<file path="config.mk">
export PLATFORM = sky130hd
export DESIGN_NAME = rsrm_div
export DESIGN_NICKNAME = d
export VERILOG_FILES = /design/src/rtl/range_scan_reprojection_merge_assert.svh /design/src/rtl/rsrm_pkg.sv /design/src/rtl/rsrm_div.sv
export SDC_FILE = /design/constraint.sdc
export NUM_CORES = 1
export LEC_CHECK = 0
export BUFFER_PORTS_ARGS = -buffer_cell sky130_fd_sc_hd__buf_2
export CAP_MARGIN = 20
export CORE_ASPECT_RATIO = 1.5
export CORE_MARGIN = 10
export CORE_UTILIZATION = 60
export DETAILED_ROUTE_END_ITERATION = 16
export PLACE_DENSITY = 0.88
export SYNTH_ARGS = -nofsm -noshare
export SYNTH_HDL_FRONTEND = slang
export SYNTH_SLANG_ARGS = --single-unit
</file>
<file path="constraint.sdc">
create_clock -name i_clk -period 4.17 [get_ports i_clk]
set_input_delay 0.834 -clock i_clk [delete_from_list [all_inputs] [get_ports i_clk]]
set_output_delay 0.834 -clock i_clk [all_outputs]
set_load 0.01 [all_outputs]
</file>
<file path="src/rtl/range_scan_reprojection_merge_assert.svh">
// ----------------------------------------------------------------------------
// Range scan reprojection merge: assertion macros
// Concurrent checks on i_clk, empty when SYNTHESIS is defined.
// ----------------------------------------------------------------------------
`ifndef RANGE_SCAN_REPROJECTION_MERGE_ASSERT_SVH
`define RANGE_SCAN_REPROJECTION_MERGE_ASSERT_SVH

`ifndef SYNTHESIS
// check with reset masking
`define RSRM_ASSERT(lbl, prop) \
    lbl: assert property (@(posedge i_clk) disable iff (!i_rst_n) prop) \
        else $error("rsrm assertion failed");
// check that also runs during reset
`define RSRM_ASSERT_RST(lbl, prop) \
    lbl: assert property (@(posedge i_clk) prop) \
        else $error("rsrm reset assertion failed");
`else
`define RSRM_ASSERT(lbl, prop)
`define RSRM_ASSERT_RST(lbl, prop)
`endif

`endif

</file>
<file path="src/rtl/rsrm_pkg.sv">
// ----------------------------------------------------------------------------
// Range scan reprojection merge package
// Item types, fixed-point constants and the arctangent table.
// ----------------------------------------------------------------------------
package rsrm_pkg;

    localparam int BIN_COUNT = 360;
    localparam int BIN_AW    = $clog2(BIN_COUNT);

    // datapath widths
    localparam int X_W   = 40;   // Q16 millimetre vectors
    localparam int Z_W   = 22;   // Q16 radian angles
    localparam int NUM_W = 22;   // bin divider numerator
    localparam int DEN_W = 20;   // bin divider denominator

    localparam int CORDIC_STEPS = 17;

    localparam logic signed [Z_W-1:0] ANG_PI      = 22'sd205887;
    localparam logic signed [Z_W-1:0] ANG_TWO_PI  = 22'sd411775;
    localparam logic signed [Z_W-1:0] ANG_HALF_PI = 22'sd102944;
    localparam logic [15:0]           INV_GAIN    = 16'd39797;

    // operation codes
    localparam logic [1:0] OP_CLEAR = 2'd0;
    localparam logic [1:0] OP_START = 2'd1;
    localparam logic [1:0] OP_BEAM  = 2'd2;
    localparam logic [1:0] OP_READ  = 2'd3;

    // configuration register indexes
    localparam logic [2:0] REG_OFFSET_X   = 3'd0;
    localparam logic [2:0] REG_OFFSET_Y   = 3'd1;
    localparam logic [2:0] REG_SENSOR_YAW = 3'd2;
    localparam logic [2:0] REG_BEAM_START = 3'd3;
    localparam logic [2:0] REG_BEAM_STEP  = 3'd4;
    localparam logic [2:0] REG_RNG_FLOOR  = 3'd5;
    localparam logic [2:0] REG_RNG_CEIL   = 3'd6;
    localparam logic [2:0] REG_BIN_WIDTH  = 3'd7;

    typedef struct packed {
        logic [1:0]  op;
        logic [15:0] range_mm;
        logic        range_finite;
        logic [8:0]  bin_index;
    } t_in_item;

    typedef struct packed {
        logic [15:0] bin_range;
        logic        bin_filled;
    } t_out_item;

    typedef struct packed {
        logic                  start;
        logic                  vectoring;
        logic signed [X_W-1:0] x;
        logic signed [X_W-1:0] y;
        logic signed [Z_W-1:0] z;
    } t_cordic_cmd;

    typedef struct packed {
        logic                  done;
        logic signed [X_W-1:0] x;
        logic signed [X_W-1:0] y;
        logic signed [Z_W-1:0] z;
    } t_cordic_res;

    // arctangent of 2^-i in Q16 radians
    function automatic logic [Z_W-1:0] atan_q16(input logic [4:0] i);
        logic [Z_W-1:0] a;
        case (i)
            5'd0:    a = 22'd51472;
            5'd1:    a = 22'd30386;
            5'd2:    a = 22'd16055;
            5'd3:    a = 22'd8150;
            5'd4:    a = 22'd4091;
            5'd5:    a = 22'd2047;
            5'd6:    a = 22'd1024;
            5'd7:    a = 22'd512;
            5'd8:    a = 22'd256;
            5'd9:    a = 22'd128;
            5'd10:   a = 22'd64;
            5'd11:   a = 22'd32;
            5'd12:   a = 22'd16;
            5'd13:   a = 22'd8;
            5'd14:   a = 22'd4;
            5'd15:   a = 22'd2;
            5'd16:   a = 22'd1;
            default: a = 22'd0;
        endcase
        return a;
    endfunction

endpackage

</file>
<file path="src/rtl/rsrm_div.sv">
// ----------------------------------------------------------------------------
// Range scan reprojection merge: bin index divider
// Restoring division, one quotient bit per cycle.
// ----------------------------------------------------------------------------
module rsrm_div (
    input  logic                        i_clk,
    input  logic                        i_rst_n,
    input  logic                        i_start,
    input  logic [rsrm_pkg::NUM_W-1:0]  i_num,
    input  logic [rsrm_pkg::DEN_W-1:0]  i_den,
    output logic                        o_done,
    output logic [rsrm_pkg::NUM_W-1:0]  o_quot
);

    logic [rsrm_pkg::NUM_W-1:0] r_quot, n_quot;
    logic [rsrm_pkg::DEN_W-1:0] r_rem, n_rem, r_den;
    logic [rsrm_pkg::DEN_W:0]   rem_sh;
    logic [4:0] r_cnt, n_cnt;
    logic       r_busy, n_busy, r_done, n_done;

    assign rem_sh = {r_rem, r_quot[rsrm_pkg::NUM_W-1]};

    always_comb begin
        n_quot = r_quot;
        n_rem  = r_rem;
        n_cnt  = r_cnt;
        n_busy = r_busy;
        n_done = 1'b0;
        if (i_start) begin
            n_quot = i_num;
            n_rem  = '0;
            n_cnt  = '0;
            n_busy = 1'b1;
        end else if (r_busy) begin
            // shift in one numerator bit, subtract if it fits
            if (rem_sh >= {1'b0, r_den}) begin
                n_rem  = rsrm_pkg::DEN_W'(rem_sh - {1'b0, r_den});
                n_quot = {r_quot[rsrm_pkg::NUM_W-2:0], 1'b1};
            end else begin
                n_rem  = rem_sh[rsrm_pkg::DEN_W-1:0];
                n_quot = {r_quot[rsrm_pkg::NUM_W-2:0], 1'b0};
            end
            n_cnt = r_cnt + 5'd1;
            if (r_cnt == 5'(rsrm_pkg::NUM_W - 1)) begin
                n_busy = 1'b0;
                n_done = 1'b1;
            end
        end
    end

    always_ff @(posedge i_clk) begin
        if (!i_rst_n) begin
            r_busy <= 1'b0;
            r_done <= 1'b0;
            r_cnt  <= '0;
        end else begin
            r_busy <= n_busy;
            r_done <= n_done;
            r_cnt  <= n_cnt;
        end
    end

    always_ff @(posedge i_clk) begin
        r_quot <= n_quot;
        r_rem  <= n_rem;
        if (i_start) begin
            r_den <= i_den;
        end
    end

    assign o_done = r_done;
    assign o_quot = r_quot;

endmodule

</file>
* Word level (Yosys, flattened, before mapping)
Cells that the tools add are included.
Storage, ports and cells: bits in registers 69, output and inout bits 23
Operators by class: add/subtract/negate cells 2, order comparisons 1, eq/ne operators 1, mux-type cells 8, bitwise gates (word level) 2, reduce and logical (&&, ||, !) cells 3
Operator list (number):
- $mux W22 | 2
- $ge A21 B20 Y1 | 1
- $mux W20 | 1
- $sub A20 B20 Y20 | 1
- $add A5 B1 Y5 const B | 1
- $eq A5 B5 Y1 const B | 1
- $mux W1 | 5
- $reduce_or A3 Y1 | 1
- $not A1 Y1 | 2
- $reduce_bool A2 Y1 | 1
- $reduce_or A2 Y1 | 1

* Logic depth before layout (Yosys ltp)
word-level depth 4, mapped depth 11, gate-level depth less buffers 10

* Worst setup path before layout
No wires, ideal clock.
kind register -> register, from reg r_den[3] (netlist name), to reg r_quot (netlist bit o_quot[0]), data pin, setup time 0.260 ns, arrival time 2.164 ns, slack 1.747 ns, cell stages (with the launch flop) 12, buffers on the path 2, cell sequence edfxtp_1 > inv_1 > ha_1 > a21oi_1 > nor2b_1 > or3_1 > o21bai_4 > a2111o_1 > buf_6 > buf_4 > nand2_1 > mux2_2
On the way: longest elaborated chain between the ends 4
Ends and longest elaborated chain:
- start, declared | line rsrm_div.sv:16 | logic [rsrm_pkg::DEN_W-1:0] r_rem, n_rem, r_den;
- start signal, assigned | line rsrm_div.sv:67 | r_den <= i_den;
- $ge A21 B20 Y1 | line rsrm_div.sv:36 | if (rem_sh >= {1'b0, r_den}) begin
- $mux W1 | line rsrm_div.sv:36
- $mux W22 | line rsrm_div.sv:34 | end else if (r_busy) begin
- $mux W22 | line rsrm_div.sv:29 | if (i_start) begin
- via n_quot (one bit) | line rsrm_div.sv:15 | logic [rsrm_pkg::NUM_W-1:0] r_quot, n_quot;
- end signal, assigned | line rsrm_div.sv:64 | r_quot <= n_quot;
- end, declared | line rsrm_div.sv:15
The timed path passes the listed nets, and every way through them passes these cells. The select of a mux whose other input is x is not followed. A chain may end at the register's enable or synchronous reset.

* Worst setup path in the final report
from reg r_rem[2] (netlist name), to reg r_quot (netlist bit o_quot[0]), data pin
On the way: longest elaborated chain between the ends 4
Ends and longest elaborated chain:
- start, declared | line rsrm_div.sv:16
- start signal, assigned | line rsrm_div.sv:65 | r_rem <= n_rem;
- $ge A21 B20 Y1 | line rsrm_div.sv:36
- $mux W1 | line rsrm_div.sv:36
- $mux W22 | line rsrm_div.sv:34
- $mux W22 | line rsrm_div.sv:29
- via n_quot (one bit) | line rsrm_div.sv:15
The timed path passes the listed nets, and every way through them passes these cells. The select of a mux whose other input is x is not followed.

==> impl_metrics.toml <==
[outcome]
status = "finished, final reports clean"

[placed_design]
dp_hpwl_mm = 6.90
place_congestion = 0.931
placed_cells = 500
port_buffers = 67
post_dp_cell_area_um2 = 4230

[power]
power.density_nw_per_um2 = 380
irDropWorstVdd_uv = 271
cellLeakagePower_uw = 0.00185
power.total_uw = 1680

[layout]
seqCellArea_um2 = 1800
antenna_cells = 0
fin_nets = 505
fillers = 461
finalNonFillerCells = 516
mostFrequentLayoutCell = "buf_2"
multi_input_area_um2 = 1850
syn_to_final_growth_pct = 14.9
final_cell_mix = "67 x buf_2, 42 x edfxtp_1, 31 x inv_1"
final_design_area_no_fill_um2 = 4430
drive_gt1_frac = 0.271

[yosys]
yosys_register_bits = 69
syn-cell-area_um2 = 3850
syn_nets = 439
ys_seq_area_frac = 0.468
synth_top_area_share = 0.327
ys.flop_type = "edfxtp_1"
synth_cell_types = 54
syn_inst = 371
async_reset_ff_frac = 0
synth_area_per_cell_um2 = 10.4
synth_edf_count = 42
yosysWarnings = 0
yosysTopAreaCell = "edfxtp_1"
synth_area_leaders = "edfxtp_1 33%, dfxtp_1 14%, ha_1 7.1%, mux2_2 6.4%, inv_1 3.0%"

[die]
rows = 35
fp.dieH_um = 118
fp.dieW_um = 85.4
die-area_um2 = 10100
initial_core_util = 0.624
boundaryPins = 68
core_um2 = 6170

[global_routing]
grtUsageTotal = 0.189
grt-ovfl-total = 0
grt_max_degree = 34
grt_pass1_wl_mm = 15.5
antenna_found_initial = 0
grt_pass1_vias = 3276

[cts]
cts_tree = "yes"
cts.sinks = 69
cts_buffer_depth = 2
ctsHoldBuffers = 0
clkSlewWorstSetupHoldPaths_ps = 80
clk_latency_ps = 360
post_cts_buffers = 0
cts-htree-levels = 3
cts_resized = 0
cts_root_buf = "clkbuf_8"
cts_buffers = 9

[setup_path]
crit_arrival_ps = 3030
slowest_delay_ps = 620
critPathMaxFanout = 19
endpoint_kind = "flip-flop"
cp.required_ps = 4280
slowest_stage = "a2111o_1"
critical_path_class = "reg2reg"
start_kind = "flip-flop"
cp_cell_sequence = "ha_1, a21oi_1, nor2b_1, or3_1, o21bai_4, a2111o_1, nand2_1, mux2_2"

[drt]
vias_per_cell = 6.07
totalWireLength_mm = 9.47
wl_per_cell_um = 18.3
ant_nets = 0
drcViolationCount = 0
drtIter0Drc = 279
dr_total_vias = 3133
firstDrtPassIters = 5

[sta]
fin_crit_sh = 0.701
worst_slew_pin_slew_ps = 837
final_hold_viol_count = 0
finalSetupTns_ps = 0
post-route-min-period_ps = 2920
fin_skew_ps = 11.0
slew_headroom = 0.442
timing.hold.ws_ps = 503
finalSetupViolations = 0
slew_viol_final = 0
fmax_mhz = 342
rsz0062_at_grt = "false"

[worst_hold_path]
hold_class = "reg2reg"

[flow_run]
cap_violations = 0
## routing by layer
metal / routed length, µm / GRT usage / vias up
met2: 5030 / 0.335 / 122
met3: 536 / 0.0577 / 34
met4: 299 / 0.0795 / 0
met1: 3600 / 0.198 / 1487
met5: 0 / 0 / -
li1: - / - / 1490
## power breakdown
group | total, µW | leakage [µW] | switching (µW) | internal, µW
Clock | 549 | 0.0000976 | 271 | 278
Combinational | 325 | 0.00112 | 184 | 141
Sequential | 808 | 0.000638 | 26.8 | 782
## critical path, delay by kind of cell (launching register included)
kind	cells	cell delay, ps
AOI/OAI and AO/OA	3	960
and+or+nand+nor	3	670
adders and majority gates	1	380
DFF	1	350
muxes	1	310
## per-stage QoR
step / setup WS, ps / util
after global routing: 1080 / 0.717
final: 1250 / 0.717
after floorplan: 1750 / -
after CTS: 1280 / 0.717
after detailed placement: 1280 / 0.685
after global placement: 1350 / 0.685
## synth_stat cells (5+ instances only)
library cell	number
nand4_1	6
o21ai_1	10
nand3_1	17
a21o_1	6
edfxtp_1	42
a31oi_1	5
mux2_2	22
nor2b_1	5
nor2_1	29
a21oi_1	21
clkbuf_1	7
o21ai_0	14
inv_1	31
nand2_1	21
a311oi_1	6
xor2_1	12
ha_1	22
xnor2_1	8
dfxtp_1	27
## sequential cells by signal, indices dropped and copies added (netlist names)
register / count
o_done: 1
o_quot: 22
r_busy: 1
r_cnt: 5
r_den: 20
r_rem: 20
## path summary, 6_finish.rpt
kind | from | end | slack, ps | cells past startpoint
max | r_rem[2] | o_quot[0] | 1250 | 8
min | r_rem[18] | r_rem[18] | 500 | 2
min reg2reg | r_rem[18] | r_rem[18] | 500 | 2
max reg2reg | r_rem[2] | o_quot[0] | 1250 | 8
## cell families after synthesis
kind of cell               Yosys count  share of synthesized area
and+or+nand+nor                     96                      0.119
AOI/OAI and AO/OA                   94                      0.176
xor gates and xnor gates            20                     0.0455
muxes                               22                     0.0643
buffers and inverters               47                     0.0513
DFF                                 69                      0.468
adders and majority gates           23                     0.0766
## layout make-up
class	count	share of cell area
Multi-Input combinational cell	255	0.419
Inverter	31	0.0263
Timing Repair Buffer	71	0.0826
Clock buffer	9	0.0280
Tap cell	74	0.0209
Clock inverter	7	0.0164
Sequential cell	69	0.407
No activity file was read; power rests on OpenSTA's default activity.
